--- src/design/symmetric_fir_16tap_complex_assert.svh ---
// Assertion macros shared by the filter's modules.
`ifndef SYMMETRIC_FIR_16TAP_COMPLEX_ASSERT_SVH
`define SYMMETRIC_FIR_16TAP_COMPLEX_ASSERT_SVH

`ifndef SYNTH
`define SFIR_ASSERT_IMPLIES(label, clk, rst, ante, cons) \
   label: assert property (@(posedge clk) disable iff (rst) (ante) |-> (cons)) \
      else $error("assertion failed");
`define SFIR_ASSERT_NEXT(label, clk, rst, ante, cons) \
   label: assert property (@(posedge clk) disable iff (rst) (ante) |=> (cons)) \
      else $error("assertion failed");
`else
`define SFIR_ASSERT_IMPLIES(label, clk, rst, ante, cons)
`define SFIR_ASSERT_NEXT(label, clk, rst, ante, cons)
`endif

`endif

--- src/design/sfir_pkg.sv ---
package sfir_pkg;

   localparam int SAMPLE_W          = 16;
   localparam int COEF_W            = 16;
   localparam int PRE_W             = SAMPLE_W + 1;
   localparam int PROD_W            = PRE_W + COEF_W;
   localparam int NUM_PAIRS         = 8;
   localparam int ACC_W             = PROD_W + 3;
   localparam int DELAY_DEPTH       = 2 * NUM_PAIRS - 1;
   localparam int CSR_IDX_W         = 3;
   localparam int CSR_DATA_W        = COEF_W;
   localparam int OUT_SHIFT_DEFAULT = 15;
   localparam int QUEUE_DEPTH_DEFAULT = 4;

   localparam logic signed [COEF_W-1:0] COEF_RESET [NUM_PAIRS] = '{
      -16'sd1000, 16'sd2000, -16'sd3000, 16'sd4000,
      -16'sd5000, 16'sd6000, -16'sd7000, 16'sd8000
   };

   typedef struct packed {
      logic signed [SAMPLE_W-1:0] sample_im;
      logic signed [SAMPLE_W-1:0] sample_re;
   } sample_type;

   typedef struct packed {
      logic signed [SAMPLE_W-1:0] out_im;
      logic signed [SAMPLE_W-1:0] out_re;
   } result_type;

   typedef struct packed {
      logic [NUM_PAIRS-1:0][PRE_W-1:0] pre_im;
      logic [NUM_PAIRS-1:0][PRE_W-1:0] pre_re;
   } preadd_type;

endpackage

--- src/design/sfir_front.sv ---
module sfir_front import sfir_pkg::*; (
   input  logic       clock,
   input  logic       reset,
   input  logic       req_valid,
   output logic       req_ready,
   input  sample_type req_data,
   output logic       push_valid,
   input  logic       push_ready,
   output preadd_type push_data
);

   sample_type delay_line_ff [DELAY_DEPTH];
   sample_type delay_line_in [DELAY_DEPTH];
   logic       accept;

   assign push_valid = req_valid;
   assign req_ready  = push_ready;
   assign accept     = req_valid & push_ready;

   always_comb begin
      push_data.pre_re[0] = PRE_W'(req_data.sample_re)
                          + PRE_W'(delay_line_ff[DELAY_DEPTH-1].sample_re);
      push_data.pre_im[0] = PRE_W'(req_data.sample_im)
                          + PRE_W'(delay_line_ff[DELAY_DEPTH-1].sample_im);
      for (int k = 1; k < NUM_PAIRS; k++) begin
         push_data.pre_re[k] = PRE_W'(delay_line_ff[k-1].sample_re)
                             + PRE_W'(delay_line_ff[DELAY_DEPTH-1-k].sample_re);
         push_data.pre_im[k] = PRE_W'(delay_line_ff[k-1].sample_im)
                             + PRE_W'(delay_line_ff[DELAY_DEPTH-1-k].sample_im);
      end
   end

   always_comb begin
      delay_line_in[0] = req_data;
      for (int i = 1; i < DELAY_DEPTH; i++) begin
         delay_line_in[i] = delay_line_ff[i-1];
      end
   end

   always_ff @(posedge clock) begin
      if (reset) begin
         for (int i = 0; i < DELAY_DEPTH; i++) begin
            delay_line_ff[i] <= '0;
         end
      end else if (accept) begin
         delay_line_ff <= delay_line_in;
      end
   end

endmodule

--- config.mk ---
export PLATFORM = sky130hd
export DESIGN_NAME = sfir_front
export DESIGN_NICKNAME = d
export VERILOG_FILES = /design/src/design/symmetric_fir_16tap_complex_assert.svh /design/src/design/sfir_pkg.sv /design/src/design/sfir_front.sv
export SDC_FILE = /design/constraint.sdc
export NUM_CORES = 2
export LEC_CHECK = 0
export BUFFER_PORTS_ARGS = -buffer_cell sky130_fd_sc_hd__buf_2
export CELL_PAD_IN_SITES_DETAIL_PLACEMENT = 0
export CELL_PAD_IN_SITES_GLOBAL_PLACEMENT = 2
export CORE_AREA = 2 2 310 312
export CTS_CLUSTER_SIZE = 20
export DETAILED_ROUTE_END_ITERATION = 6
export DIE_AREA = 0 0 312 314
export PLACE_DENSITY = 0.72
export SLEW_MARGIN = 20
export SYNTH_ARGS = -nofsm -noshare
export SYNTH_HDL_FRONTEND = slang
export SYNTH_SLANG_ARGS = --single-unit
--- constraint.sdc ---
create_clock -name clock -period 5.15 [get_ports clock]
set_input_delay 1.03 -clock clock [delete_from_list [all_inputs] [get_ports clock]]
set_output_delay 1.03 -clock clock [all_outputs]
set_load 0.005 [all_outputs]
; Word level (Yosys, flattened, before mapping)
; Cells that the tools add are included.
[word_totals]
ff_bits = 480
latch_bits = 0
mem_bits_rw = 0
mem_bits_ro = 0
in_bits = 36
output_inout_bits = 274
mem_count = 0
[op_classes]
n_addsub = 16
mul = 0
div_mod_pow = 0
n_lt_le_gt_ge = 0
n_eq_ne = 0
shifts = 0
muxes = 0
n_bitwise = 1
reduce_logical = 0
[op_table]
columns = op, n
row1 = adder 16 x 16 -> 17 bit, 16
row2 = bitwise AND 1 bit, 1

; Logic depth before layout (Yosys ltp)
[depth]
ltp_word = 1
depth_mapped = 8
ltp_nobuf = 8

; Least setup slack after synthesis
; No wires, ideal clock.
[synth_path]
path_type = in2out
from = input req_data[16] (netlist name)
to = output push_data[152] (netlist name)
arrival_time_ps = 2830
slack_ps = 1290
stages = 8
path_buffers = 0
cell_sequence = ha_1 -> fa_1 -> a21oi_1 -> and3b_1 -> o2111ai_2 -> a21oi_1 -> o31a_1 -> o41ai_2
[synth_rtl]
columns = element, line_no
row1 = "start, declared", sfir_front.sv:6  ; input sample_type req_data,
row2 = "end, declared", sfir_front.sv:9  ; output preadd_type push_data

==> impl_metrics.toml <==
[setup_path]
r2r_end = "delay_line_ff[33]$_SDFFE_PP0P_"
worst-setup-path-type = "in -> out"
cp.required_ns = 4.12
worstSetupEndpointType = "output port"
reg2reg_slack_ns = 4.39
worst-endpoint-arrival_ns = 3.39
r2r_cells = 2
cp_max_fo = 3
start_kind = "input pin"
r2r-start = "delay_line_ff[65]$_SDFFE_PP0P_"

[cells_and_area]
regMostFlops = "delay_line_ff"
reg_top3 = "delay_line_ff (480)"
largest_reg_flops = 480
area_delta_synth_final_pct = 16.8
fin_nets = 4197
drive_above_1_share_pct = 12.6
fin_area_mm2 = 0.0330

[sta]
report.final.hold_viol_count = 0
fmax_ghz = 0.226
skew_ns = 0.0135
finalSetupViolCount = 0
relSlewSlack_pct = 33.8
slew_viol_final = 0
grt_setup_unrepaired = "no"
fin_tns_setup_ns = 0
tightestPinTransition_ns = 0.994
fin_crit_sh_pct = 85.8
min_period_ns = 4.42

[yosys]
async_flop_share_pct = 0
synth_top_area_share_pct = 34.0
ys_seq_elements = 480
synth-seq-area-share_pct = 34.0
synth_cell_types = 82
synth_edf_count = 0
syn_avg_cell_area_um2 = 7.70
syn_inst = 3665
post-synth-top-count-cell = "nand2_1"
synth_nets = 3973
synth_flop_cell = "dfxtp_1"
synth_area_leaders = "dfxtp_1 (34%), nand2_1 (14%), ha_1 (11%)"
netlist_top_cells_count = "nand2_1 (1057), a21oi_1 (631), dfxtp_1 (480)"
ys_warn_count = 0
syn_area_mm2 = 0.0282
synth.largest_area_cell = "dfxtp_1"

[global_routing]
grt_pass1_vias = 25135
grt_util_all_layers_pct = 18.5
overflow = 0
grt_max_degree = 136
grt_pass1_wl_um = 145000
antenna_found_initial = 0

[floorplanning]
ioPinCount = 310
core_area_mm2 = 0.0944
initial_utilization_pct = 29.9
die_area_mm2 = 0.0980
rows = 113
die_w_um = 312
fp.dieH_um = 314

[placement]
place.gp.congestion = 0.853
io_buffer_count = 309
hpwl_um = 68900
dpl-instance-area_mm2 = 0.0310

[outcome]
outcome = "completed"

[clock_network]
cts_tree = "done"
clock_latency_ns = 0.63
cts_hold_buf = 0
htree_levels = 2
cts_sinks = 480
clk_path_buf_depth = 3
cts_root_buffer = "clkbuf_16"
cts_buffers = 60
path_clk_slew_ns = 0.06
postCtsSetupBuffers = 0
cts_resized = 0

[detailed_routing]
wl_per_cell_um = 17.9
drt_iter0_drc = 1443
viasPerCell = 4.95
drc_errors = 0
wirelength_um = 93000
vias = 25732
ant_nets = 0
dr.pass1.iters = 5

[run]
drv_cap = 0

[worst_hold_path]
min_to = "delay_line_ff[22]$_SDFFE_PP0P_"
min_from = "delay_line_ff[22]$_SDFFE_PP0P_"
hp-class = "reg -> reg"
hold_depth = 2

[power_and_ir_drop]
power.density_mw_per_mm2 = 254
ir_drop_v = 0.000235
cellLeakagePower_nw = 14.1
finalPower_w = 0.00837
-- logic make-up (layout without fill, tap and decap cells) --
kind of cell | after synthesis | in the layout | share of synthesized area (%)
simple gates | 1411 | 1411 | 20.5
other cells | 0 | 1 | 0
compound gates | 1072 | 1072 | 23.5
buf+inv | 231 | 501 | 3.16
xor+xnor | 189 | 189 | 5.87
mux | 10 | 10 | 0.359
fa+ha+maj | 272 | 272 | 12.5
flops | 480 | 480 | 34.0
-- how the worst max path moves through the flow --
stage | start | end | slack, ns | depth (start not counted)
finish | req_data[16] | push_data[152] | 0.73 | 10
global route | req_data[16] | push_data[152] | 0.58 | 10
CTS | delay_line_ff[144]$_SDFFE_PP0P_ | push_data[220] | 0.73 | 9
detailed placement | req_data[16] | push_data[152] | 0.78 | 10
global placement | req_data[16] | push_data[152] | 0.80 | 10
floorplan | req_data[16] | push_data[152] | 1.29 | 8
-- area by class of cell --
class,count,area (um2)
diodes,1,2.50
clock buffers,90,1760
inverters,66,248
multi-input cells,2954,17700
fillers,10357,61500
clock inverters,18,178
well taps,1265,1580
repair buffers,327,1850
flip-flops and latches,480,9610
-- placed cells by master, fill, tap and decap left out, types with 9 or more instances in the layout --
cell type  Yosys  final
ha_1         256    256
nor4_1         9      9
nor2b_1       31     31
clkbuf_1     144     17
a21o_1        86     86
a21oi_1      631    631
a31o_2        13     13
o21ai_0       58     58
o21bai_1      26     26
a221oi_1      11     11
clkbuf_16      0     61
fa_1          16     16
mux2i_1        9      9
o21a_1        24     24
nand4_1       20     20
o21ai_1       38     38
xnor2_1      130    130
nand2_1     1057   1056
dfxtp_1      480    480
buf_12         0     13
nor2_1       132    132
inv_1         66     66
a31oi_1       24     24
clkinv_2       0     11
xor2_1        59     59
nand2b_1      23     23
o211ai_1      22     22
and3_1        15     15
nand3_1       29     29
a211oi_2       9      9
nor3_1        53     53
a211oi_1      22     22
a21oi_2       12     12
buf_2         14    308
a2111oi_0     12     12
clkbuf_8       0     12
-- report_power, final --
group	leakage, nW	internal, W	switching, W
Combinational	9.25	0.000115	0.000306
Sequential	3.87	0.00373	0.0000178
Clock	0.953	0.00248	0.00172
Total	14.1	0.00633	0.00204
-- stage by stage --
stage                     instances  util [%]  hold WS [ns]  setup WS [ns]
final                          5201      34.9         0.459          0.732
after global placement         5092      32.9         0.450          0.798
after detailed placement       5092      32.9         0.453          0.782
after floorplan                3665         -         0.440           1.29
after global routing           5200      34.9         0.484          0.577
after CTS                      5200      34.9         0.461          0.729
-- critical path, cell delays in order --
cell,delay [ns]
buf_2,0.11
ha_1,0.22
fa_1,0.45
a21oi_1,0.24
and3b_1,0.24
o2111ai_2,0.25
a21oi_1,0.16
o31a_1,0.33
o41ai_2,0.20
buf_2,0.16
-- per-layer routing --
layer	wire (um)	GRT usage [%]	part of all wire [%]	vias to the layer above
li1	-	-	-	13210
met1	44600	25.1	48	12045
met2	43200	31.0	47	376
met3	3050	2.17	3.3	101
met4	2040	4.65	2.2	0
met5	0	0	0	-
No activity file was read; power rests on OpenSTA's default activity.
