`src/design/symmetric_fir_16tap_complex_assert.svh`:
```
// Assertion macros shared by the filter's modules.
`ifndef SYMMETRIC_FIR_16TAP_COMPLEX_ASSERT_SVH
`define SYMMETRIC_FIR_16TAP_COMPLEX_ASSERT_SVH

`ifndef SYNTH
`define SFIR_ASSERT_IMPLIES(label, clk, rst, ante, cons) \
   label: assert property (@(posedge clk) disable iff (rst) (ante) |-> (cons)) \
      else $error("assertion failed");
`define SFIR_ASSERT_NEXT(label, clk, rst, ante, cons) \
   label: assert property (@(posedge clk) disable iff (rst) (ante) |=> (cons)) \
      else $error("assertion failed");
`else
`define SFIR_ASSERT_IMPLIES(label, clk, rst, ante, cons)
`define SFIR_ASSERT_NEXT(label, clk, rst, ante, cons)
`endif

`endif

```
`src/design/sfir_pkg.sv`:
```
package sfir_pkg;

   localparam int SAMPLE_W          = 16;
   localparam int COEF_W            = 16;
   localparam int PRE_W             = SAMPLE_W + 1;
   localparam int PROD_W            = PRE_W + COEF_W;
   localparam int NUM_PAIRS         = 8;
   localparam int ACC_W             = PROD_W + 3;
   localparam int DELAY_DEPTH       = 2 * NUM_PAIRS - 1;
   localparam int CSR_IDX_W         = 3;
   localparam int CSR_DATA_W        = COEF_W;
   localparam int OUT_SHIFT_DEFAULT = 15;
   localparam int QUEUE_DEPTH_DEFAULT = 4;

   localparam logic signed [COEF_W-1:0] COEF_RESET [NUM_PAIRS] = '{
      -16'sd1000, 16'sd2000, -16'sd3000, 16'sd4000,
      -16'sd5000, 16'sd6000, -16'sd7000, 16'sd8000
   };

   typedef struct packed {
      logic signed [SAMPLE_W-1:0] sample_im;
      logic signed [SAMPLE_W-1:0] sample_re;
   } sample_type;

   typedef struct packed {
      logic signed [SAMPLE_W-1:0] out_im;
      logic signed [SAMPLE_W-1:0] out_re;
   } result_type;

   typedef struct packed {
      logic [NUM_PAIRS-1:0][PRE_W-1:0] pre_im;
      logic [NUM_PAIRS-1:0][PRE_W-1:0] pre_re;
   } preadd_type;

endpackage

```
`src/design/sfir_queue.sv`:
```
`include "symmetric_fir_16tap_complex_assert.svh"

module sfir_queue import sfir_pkg::*; #(
   parameter int Depth = QUEUE_DEPTH_DEFAULT
) (
   input  logic       clock,
   input  logic       reset,
   input  logic       push_valid,
   output logic       push_ready,
   input  preadd_type push_data,
   output logic       pop_valid,
   input  logic       pop_ready,
   output preadd_type pop_data
);

   localparam int PTR_W = $clog2(Depth);
   localparam int CNT_W = $clog2(Depth + 1);

   preadd_type       entry_ff [Depth];
   logic [PTR_W-1:0] wr_ptr_ff, wr_ptr_in;
   logic [PTR_W-1:0] rd_ptr_ff, rd_ptr_in;
   logic [CNT_W-1:0] count_ff, count_in;
   logic             push;
   logic             pop;

   assign push_ready = (count_ff != CNT_W'(Depth));
   assign pop_valid  = (count_ff != '0);
   assign pop_data   = entry_ff[rd_ptr_ff];
   assign push       = push_valid & push_ready;
   assign pop        = pop_valid & pop_ready;

   always_comb begin
      wr_ptr_in = wr_ptr_ff;
      rd_ptr_in = rd_ptr_ff;
      count_in  = count_ff;
      if (push) begin
         wr_ptr_in = (wr_ptr_ff == PTR_W'(Depth - 1)) ? '0 : wr_ptr_ff + 1'b1;
      end
      if (pop) begin
         rd_ptr_in = (rd_ptr_ff == PTR_W'(Depth - 1)) ? '0 : rd_ptr_ff + 1'b1;
      end
      if (push && !pop) begin
         count_in = count_ff + 1'b1;
      end else if (pop && !push) begin
         count_in = count_ff - 1'b1;
      end
   end

   always_ff @(posedge clock) begin
      if (reset) begin
         wr_ptr_ff <= '0;
         rd_ptr_ff <= '0;
         count_ff  <= '0;
      end else begin
         wr_ptr_ff <= wr_ptr_in;
         rd_ptr_ff <= rd_ptr_in;
         count_ff  <= count_in;
      end
   end

   always_ff @(posedge clock) begin
      if (push) begin
         entry_ff[wr_ptr_ff] <= push_data;
      end
   end

   `SFIR_ASSERT_IMPLIES(a_count_bound, clock, reset, 1'b1, count_ff <= CNT_W'(Depth))
   `SFIR_ASSERT_NEXT(a_count_up, clock, reset, push && !pop, count_ff == $past(count_ff) + 1'b1)

endmodule

```
`config.mk`:
```
export PLATFORM = sky130hd
export DESIGN_NAME = sfir_queue
export DESIGN_NICKNAME = d
export VERILOG_FILES = /design/src/design/sfir_pkg.sv /design/src/design/sfir_queue.sv
export VERILOG_INCLUDE_DIRS = /design/src /design/src/design
export SDC_FILE = /design/constraint.sdc
export NUM_CORES = 1
export LEC_CHECK = 0
export ABC_AREA = 1
export BUFFER_PORTS_ARGS = -buffer_cell sky130_fd_sc_hd__buf_2
export CAP_MARGIN = 20
export CORE_UTILIZATION = 60
export CTS_CLUSTER_SIZE = 30
export DETAILED_ROUTE_END_ITERATION = 10
export GPL_TIMING_DRIVEN = 0
export MAX_ROUTING_LAYER = met4
export PLACE_DENSITY = 0.83
export RECOVER_POWER = 25
export SYNTH_ARGS = -nofsm -noshare
export SYNTH_HDL_FRONTEND = slang
export SYNTH_SLANG_ARGS = --single-unit
```
`constraint.sdc`:
```
create_clock -name clock -period 34.8 [get_ports clock]
set_clock_uncertainty 0.1 [all_clocks]
set_input_delay 1.74 -clock clock [delete_from_list [all_inputs] [get_ports clock]]
set_output_delay 1.74 -clock clock [all_outputs]
set_load 0.1 [all_outputs]
```
# Word level (Yosys, flattened, before mapping)
# Memories as Yosys holds them, arrays and structs flattened. A register that Yosys moved wholly into a read port is not among the register bits.
# Index checks and enable logic that the tools add are counted.
# classes
bitwise_logic	2
mux	8
n_addsub	4
n_reduce_logical	6
eq_ne	3
# op_table
operator	n
2-bit 2-to-1 mux	4
3-bit 2-to-1 mux	2
2-bit by 1-bit adder with 2-bit output (second input constant)	2
2-bit equality test (second input constant)	2
3-bit by 1-bit adder with 3-bit output (second input constant)	1
3-bit != test (second input constant)	1
3-bit nonzero test	1
3-bit by 1-bit subtractor with 3-bit output (second input constant)	1
1-bit bitwise AND	2
1-bit logical AND	2
1-bit zero test	2
1-bit 2-to-1 mux	2
2-bit nonzero test	1
# totals
n_memories	1
ram_bits	1088
register_bits	7
input_bits	276
# memory_table
memory	depth	word_bits	read_ports	rd_ports_with_merged_regs	wr	line_no	text
entry_ff	4	272	1	1	1	sfir_queue.sv:19	preadd_type entry_ff [Depth];

# Depth between registers and ports, before layout
# Gate-level depths: netlist of run 1.
# logic_depth
word_depth	6
depth_mapped	13
mapped_depth_nobuf	13

# Least setup slack after synthesis of run 1
# No wires, ideal clock.
# synth_timing
path_type	input -> register
from	input port push_valid
to	memory entry_ff[0][0] in the netlist's numbering (enable)
t_required_ns	33.788
arrival_ns	13.248
setup_time_ns	0.912
path_slack_ns	20.540
n_path_buf	0
stages	2
cell_sequence	nand2_1 -> nor2_1
# synth_between
elab_chain_len	3
# synth_lines
element	line_no	text
start, declared	sfir_queue.sv:8	input logic push_valid,
1-bit bitwise AND	sfir_queue.sv:29	assign push = push_valid & push_ready;
1-bit 2-to-1 mux	sfir_queue.sv:62	if (push) begin
1-bit 2-to-1 mux (implied by the code)	sfir_queue.sv:63	entry_ff[wr_ptr_ff] <= push_data;
end, declared	sfir_queue.sv:19	
# Every way passes these cells.

==> flow_metrics.tcl, run 1 <==
set metrics [dict create \
    die_w_um 262 \
    die-area_um2 68400 \
    ys_ff_latch 1097 \
    rows 94 \
    antenna_found_initial 37 \
    arrival_ns 3.36 \
    grt_max_degree 31 \
    drc 0 \
    ctsRootBufferMaster "clkbuf_16" \
    clk_latency_ns 0.65 \
    via_count 26900 \
    fin_tns_setup_ns 0 \
    syn_area_um2 40400 \
    nets 3681 \
    syn_area_per_cell_um2 15.0 \
    yosysWarnings 0 \
    cts_tree "built" \
    r2r-start "count_ff[0]$_SDFFE_PP0P_" \
    slew_headroom 0.313 \
    setup_viol 0 \
    ys_seq_area_frac 0.813 \
    status "complete, no violations" \
    clock_sinks 1097 \
    slew_viol_final 0 \
    min-delay-start "count_ff[1]$_SDFFE_PP0P_" \
    fmax_mhz 192 \
    drt_iter0_markers 3211 \
    tightest_slew_ns 1.03 \
    cp-end-kind "output port" \
    finalCriticalPeriod_ns 5.20 \
    maxCapViolations 0 \
    gp_congestion 0.834 \
    via_per_inst 6.13 \
    grt_pass1_vias 26000 \
    die_h_um 262 \
    drt_pass1_iterations 7 \
    track_usage 0.313 \
    whs_path_depth 2 \
    path_clk_slew_ns 0.06 \
    syn_to_final_growth_pct 20.0 \
    rrSetupSlack_ns 31.29 \
    critPathLaunchType "flip-flop" \
    post-cts-setup-buffer-count 0 \
    layout_commonest_cell "edfxtp_1" \
    hold_viol 0 \
    path_class "flip-flop to output port" \
    regArea_um2 32900 \
    grt_pass1_wl_um 153000 \
    required_ns 32.96 \
    hp-class "flip-flop to flip-flop" \
    cp_max_fo 10 \
    synth_cell_types 19 \
    post-dp-hpwl_um 66900 \
    ioPinCount 550 \
    postRouteAntennaNets 0 \
    drive_gt1_frac 0.182 \
    numPortBuffers 549 \
    r2r_cells 10 \
    fill_cells 3820 \
    overflow 0 \
    period_share 0.149 \
    initial_core_util 0.611 \
    final_cell_mix "edfxtp_1 (1088), nor2_1 (557), o21ai_0 (545)" \
    core_um2 66200 \
    ctsResizeCount 0 \
    synth_fp_nets 2982 \
    cts_buffer_depth 3 \
    rsz0062_at_grt "no" \
    detail_route.wl_per_cell_um 24.3 \
    syn_inst 2699 \
    htree_levels 3 \
    routed_wl_um 107000 \
    cts_hold_buf 0 \
    cts_made_buffers 104 \
    multi_input_area_um2 6760 \
]
[kinds of logic after synthesis]
group           Yosys count  share of synthesized area
buf+inv                 196                     0.0210
simple gates            579                     0.0540
fa+ha+maj                 7                    0.00235
xor+xnor                  1                   0.000217
compound gates          819                      0.110
flops                  1097                      0.813
[layout make-up]
class,count,area share
tap,864,0.0223
buffer,180,0.0163
clock inverter,71,0.0142
clock buffer,117,0.0551
sequential,1097,0.677
inverter,16,0.00124
timing repair buffer,593,0.0718
antenna,46,0.00237
multi-input combinational,1406,0.139
[registers in the layout (all words and copies together) (netlist names), named ones only]
signal     cells
entry_ff    1088
count_ff       3
wr_ptr_ff      2
rd_ptr_ff      2
[per-layer routing]
layer | global-route usage | share of wire | vias to the layer above | routed length, µm
li1 | - | - | 11700 | -
met1 | 0.369 | 0.34 | 13100 | 36500
met2 | 0.504 | 0.50 | 1755 | 53500
met3 | 0.0866 | 0.11 | 319 | 12000
met4 | 0.140 | 0.045 | 0 | 4780
met5 | - | 0 | - | 0
[worst paths after layout]
| kind | endpoint |
|---|---|
| hold / removal | count_ff[1]$_SDFFE_PP0P_ |
| hold reg to reg | count_ff[1]$_SDFFE_PP0P_ |
| setup / recovery | pop_data[250] |
| setup reg to reg | entry_ff[3][136]$_DFFE_PP_ |
[Yosys cell counts, drive strengths merged]
master  instances  area (µm²)
a21oi           2        10.0
buf            55         319
clkbuf        125         469
dfxtp           9         180
edfxtp       1088       32700
fa              1        20.0
ha              6        75.1
inv            16        60.1
nand2          14        52.6
nand3           1        5.00
nand3b          2        15.0
nand4           1        6.26
nor2          561        2110
o21ai         545        2730
o22ai         272        1700
xor2            1        8.76
[stage by stage]
stage | util | cell area (µm²) | setup slack [ns] | hold WS (ns) | cells
5_1_grt | 0.732 | 48500 | 29.37 | 0.466 | 4382
6_report | 0.732 | 48500 | 29.60 | 0.437 | 4390
3_5_place_dp | 0.683 | 45200 | 30.09 | 0.425 | 4156
3_3_place_gp | 0.668 | 44300 | 12.31 | 0.414 | 4112
4_1_cts | 0.734 | 48600 | 29.51 | 0.434 | 4344
2_1_floorplan | - | 40400 | 20.54 | 0.383 | 2699
[critical path, stage by stage (launching register included)]
cell,delay [ns]
dfxtp_1,0.35
inv_1,0.08
buf_2,0.43
buf_2,0.44
clkbuf_1,0.45
o21ai_0,0.20
o22ai_1,0.24
buf_2,0.51
Power of run 1 is left out: the tool's default activity adds up to more than one toggle a clock period on the data nets, which glitch-free logic cannot reach.
==> run 2, diff against run 1 <==
--- a/config.mk
+++ b/config.mk
@@ -9,12 +9,12 @@
 export ABC_AREA = 1
 export BUFFER_PORTS_ARGS = -buffer_cell sky130_fd_sc_hd__buf_2
 export CAP_MARGIN = 20
-export CORE_UTILIZATION = 60
+export CORE_UTILIZATION = 52
 export CTS_CLUSTER_SIZE = 30
 export DETAILED_ROUTE_END_ITERATION = 10
 export GPL_TIMING_DRIVEN = 0
 export MAX_ROUTING_LAYER = met4
-export PLACE_DENSITY = 0.83
+export PLACE_DENSITY = 0.76
 export RECOVER_POWER = 25
 export SYNTH_ARGS = -nofsm -noshare
 export SYNTH_HDL_FRONTEND = slang
==> constraint.sdc (replaced) <==
create_clock -name clock -period 4.6 [get_ports clock]
set_clock_uncertainty 0.1 [all_clocks]
set_input_delay 0.23 -clock clock [delete_from_list [all_inputs] [get_ports clock]]
set_output_delay 0.23 -clock clock [all_outputs]
set_load 0.1 [all_outputs]
==> run 2 against run 1 <==
Hold slack got worse by 0.23 ns. Critical path depth did not move. Clock-buffer cell count rose by 22. Final cell count rose by 9.8%.
==> flow_metrics.tcl, run 2 (synthesis results as in run 1) <==
set metrics [dict create \
    fill_cells 4983 \
    hp-class "input port to flip-flop" \
    cts_buffer_depth 3 \
    cp.depth 7 \
    regArea_um2 32900 \
    timing.rr.end "entry_ff[0][150]$_DFFE_PP_" \
    r2r-start "wr_ptr_ff[0]$_SDFFE_PP0P_" \
    multi_input_area_um2 6800 \
    highest_layer "met4" \
    min-delay-start "reset" \
    drive_gt1_frac 0.172 \
    dp.cells 4324 \
    track_usage 0.287 \
    syn_to_final_growth_pct 27.4 \
    min_to "count_ff[0]$_SDFFE_PP0P_" \
    hold_viol 0 \
    cts_made_buffers 106 \
    post-dp-hpwl_um 69200 \
    rows 101 \
    setup_ws_ns 0.896 \
    arrival_ns 3.37 \
    cts_tree "built" \
    whs_path_depth 3 \
    rsz0062_at_grt "no" \
    fin_tns_setup_ns 0 \
    ioPinCount 550 \
    routedLengthMet1_um 39700 \
    dp_slack_ns 1.58 \
    postRouteAntennaNets 0 \
    cp_max_fo 10 \
    die_h_um 281 \
    nets 3961 \
    critPathSlowestCell "buf_2" \
    grt_pass1_vias 27900 \
    gp_congestion 0.836 \
    tightest_slew_ns 0.904 \
    critPathBufInv 5 \
    ctsResizeCount 0 \
    path_clk_slew_ns 0.06 \
    routed_wl_um 113000 \
    rrSetupSlack_ns 1.60 \
    cp-end-kind "output port" \
    slew_viol_final 0 \
    largest_register "entry_ff" \
    crit_family "buffers and inverters" \
    numPortBuffers 549 \
    grt_pass1_wl_um 165000 \
    final_cell_mix "edfxtp_1 (1088), nor2_1 (556), o21ai_0 (545)" \
    wl_met2_um 56400 \
    largest_register_ffs 1088 \
    crit_chain "inv_1, buf_2, buf_2, clkbuf_1, o21ai_0, o22ai_1, buf_2" \
    post-cts-setup-buffer-count 0 \
    finalCriticalPeriod_ns 3.70 \
    die_w_um 281 \
    drc 0 \
    utilization 0.673 \
    via_count 28000 \
    required_ns 4.27 \
    drt_pass1_iterations 6 \
    ctsRootBufferMaster "clkbuf_16" \
    r2r_cells 9 \
    antenna_found_initial 16 \
    fmax_mhz 270 \
    status "complete, no violations" \
    clock_sinks 1097 \
    overflow 0 \
    cts_hold_buf 275 \
    final_cells 4820 \
    maxCapViolations 0 \
    top_regs "entry_ff: 1088 flops, count_ff: 3 flops" \
    path_class "flip-flop to output port" \
    via_per_inst 5.81 \
    slew_headroom 0.396 \
    period_share 0.805 \
    layout_commonest_cell "edfxtp_1" \
    htree_levels 3 \
    detail_route.wl_per_cell_um 23.4 \
    max_stage_delay_ns 0.48 \
    grt_max_degree 31 \
    initial_core_util 0.529 \
    die-area_um2 78900 \
    drt_iter0_markers 2865 \
    core_um2 76500 \
    critPathLaunchType "flip-flop" \
    met3_length_um 11400 \
    path_common_cell "buf_2" \
    setup_viol 0 \
    clk_latency_ns 0.64 \
]
[run 2: worst max-delay path by stage]
stage	endpoint	slack, ns	from
final	pop_data[202]	0.90	flip-flop
after global routing	pop_data[196]	0.83	flip-flop
after CTS	pop_data[83]	0.90	flip-flop
after detailed placement	entry_ff[0][125]$_DFFE_PP_	1.58	wr_ptr_ff[0]$_SDFFE_PP0P_
after global placement	entry_ff[3][132]$_DFFE_PP_	-3.53	count_ff[0]$_SDFFE_PP0P_
after floorplan	entry_ff[0][0]$_DFFE_PP_	-0.68	count_ff[0]$_SDFFE_PP0P_
[run 2: stage by stage]
stage | area [µm²] | hold WS, ns
after global routing | 51500 | 0.189
after CTS | 51600 | 0.162
after global placement | 44500 | 0.296
final | 51500 | 0.205
after floorplan | 40500 | 0.193
after detailed placement | 45500 | 0.297
[run 2: cell type report]
cell class / instances / share of cell area
diodes: 20 / 0.000972
plain buffers: 180 / 0.0153
clock buffers: 139 / 0.0549
clock inverters: 61 / 0.0101
inverters: 16 / 0.00117
multi-input cells: 1406 / 0.132
flip-flops and latches: 1097 / 0.638
well taps: 1030 / 0.0250
repair buffers: 871 / 0.122
[run 2: worst register-to-register path, delay by kind of cell, from the launching register on]
family | cells | cell delay [ns]
and+or+nand+nor | 1 | 0.69
adders and majority gates | 1 | 0.15
buffers and inverters | 7 | 1.41
DFF | 1 | 0.34
[run 2: routing by layer]
layer / up-vias / track usage
li1: 12300 / -
met1: 13700 / 0.335
met2: 1739 / 0.477
met3: 332 / 0.0679
met4: 0 / 0.123
met5: - / -
Power of run 2 is left out for the same reason.
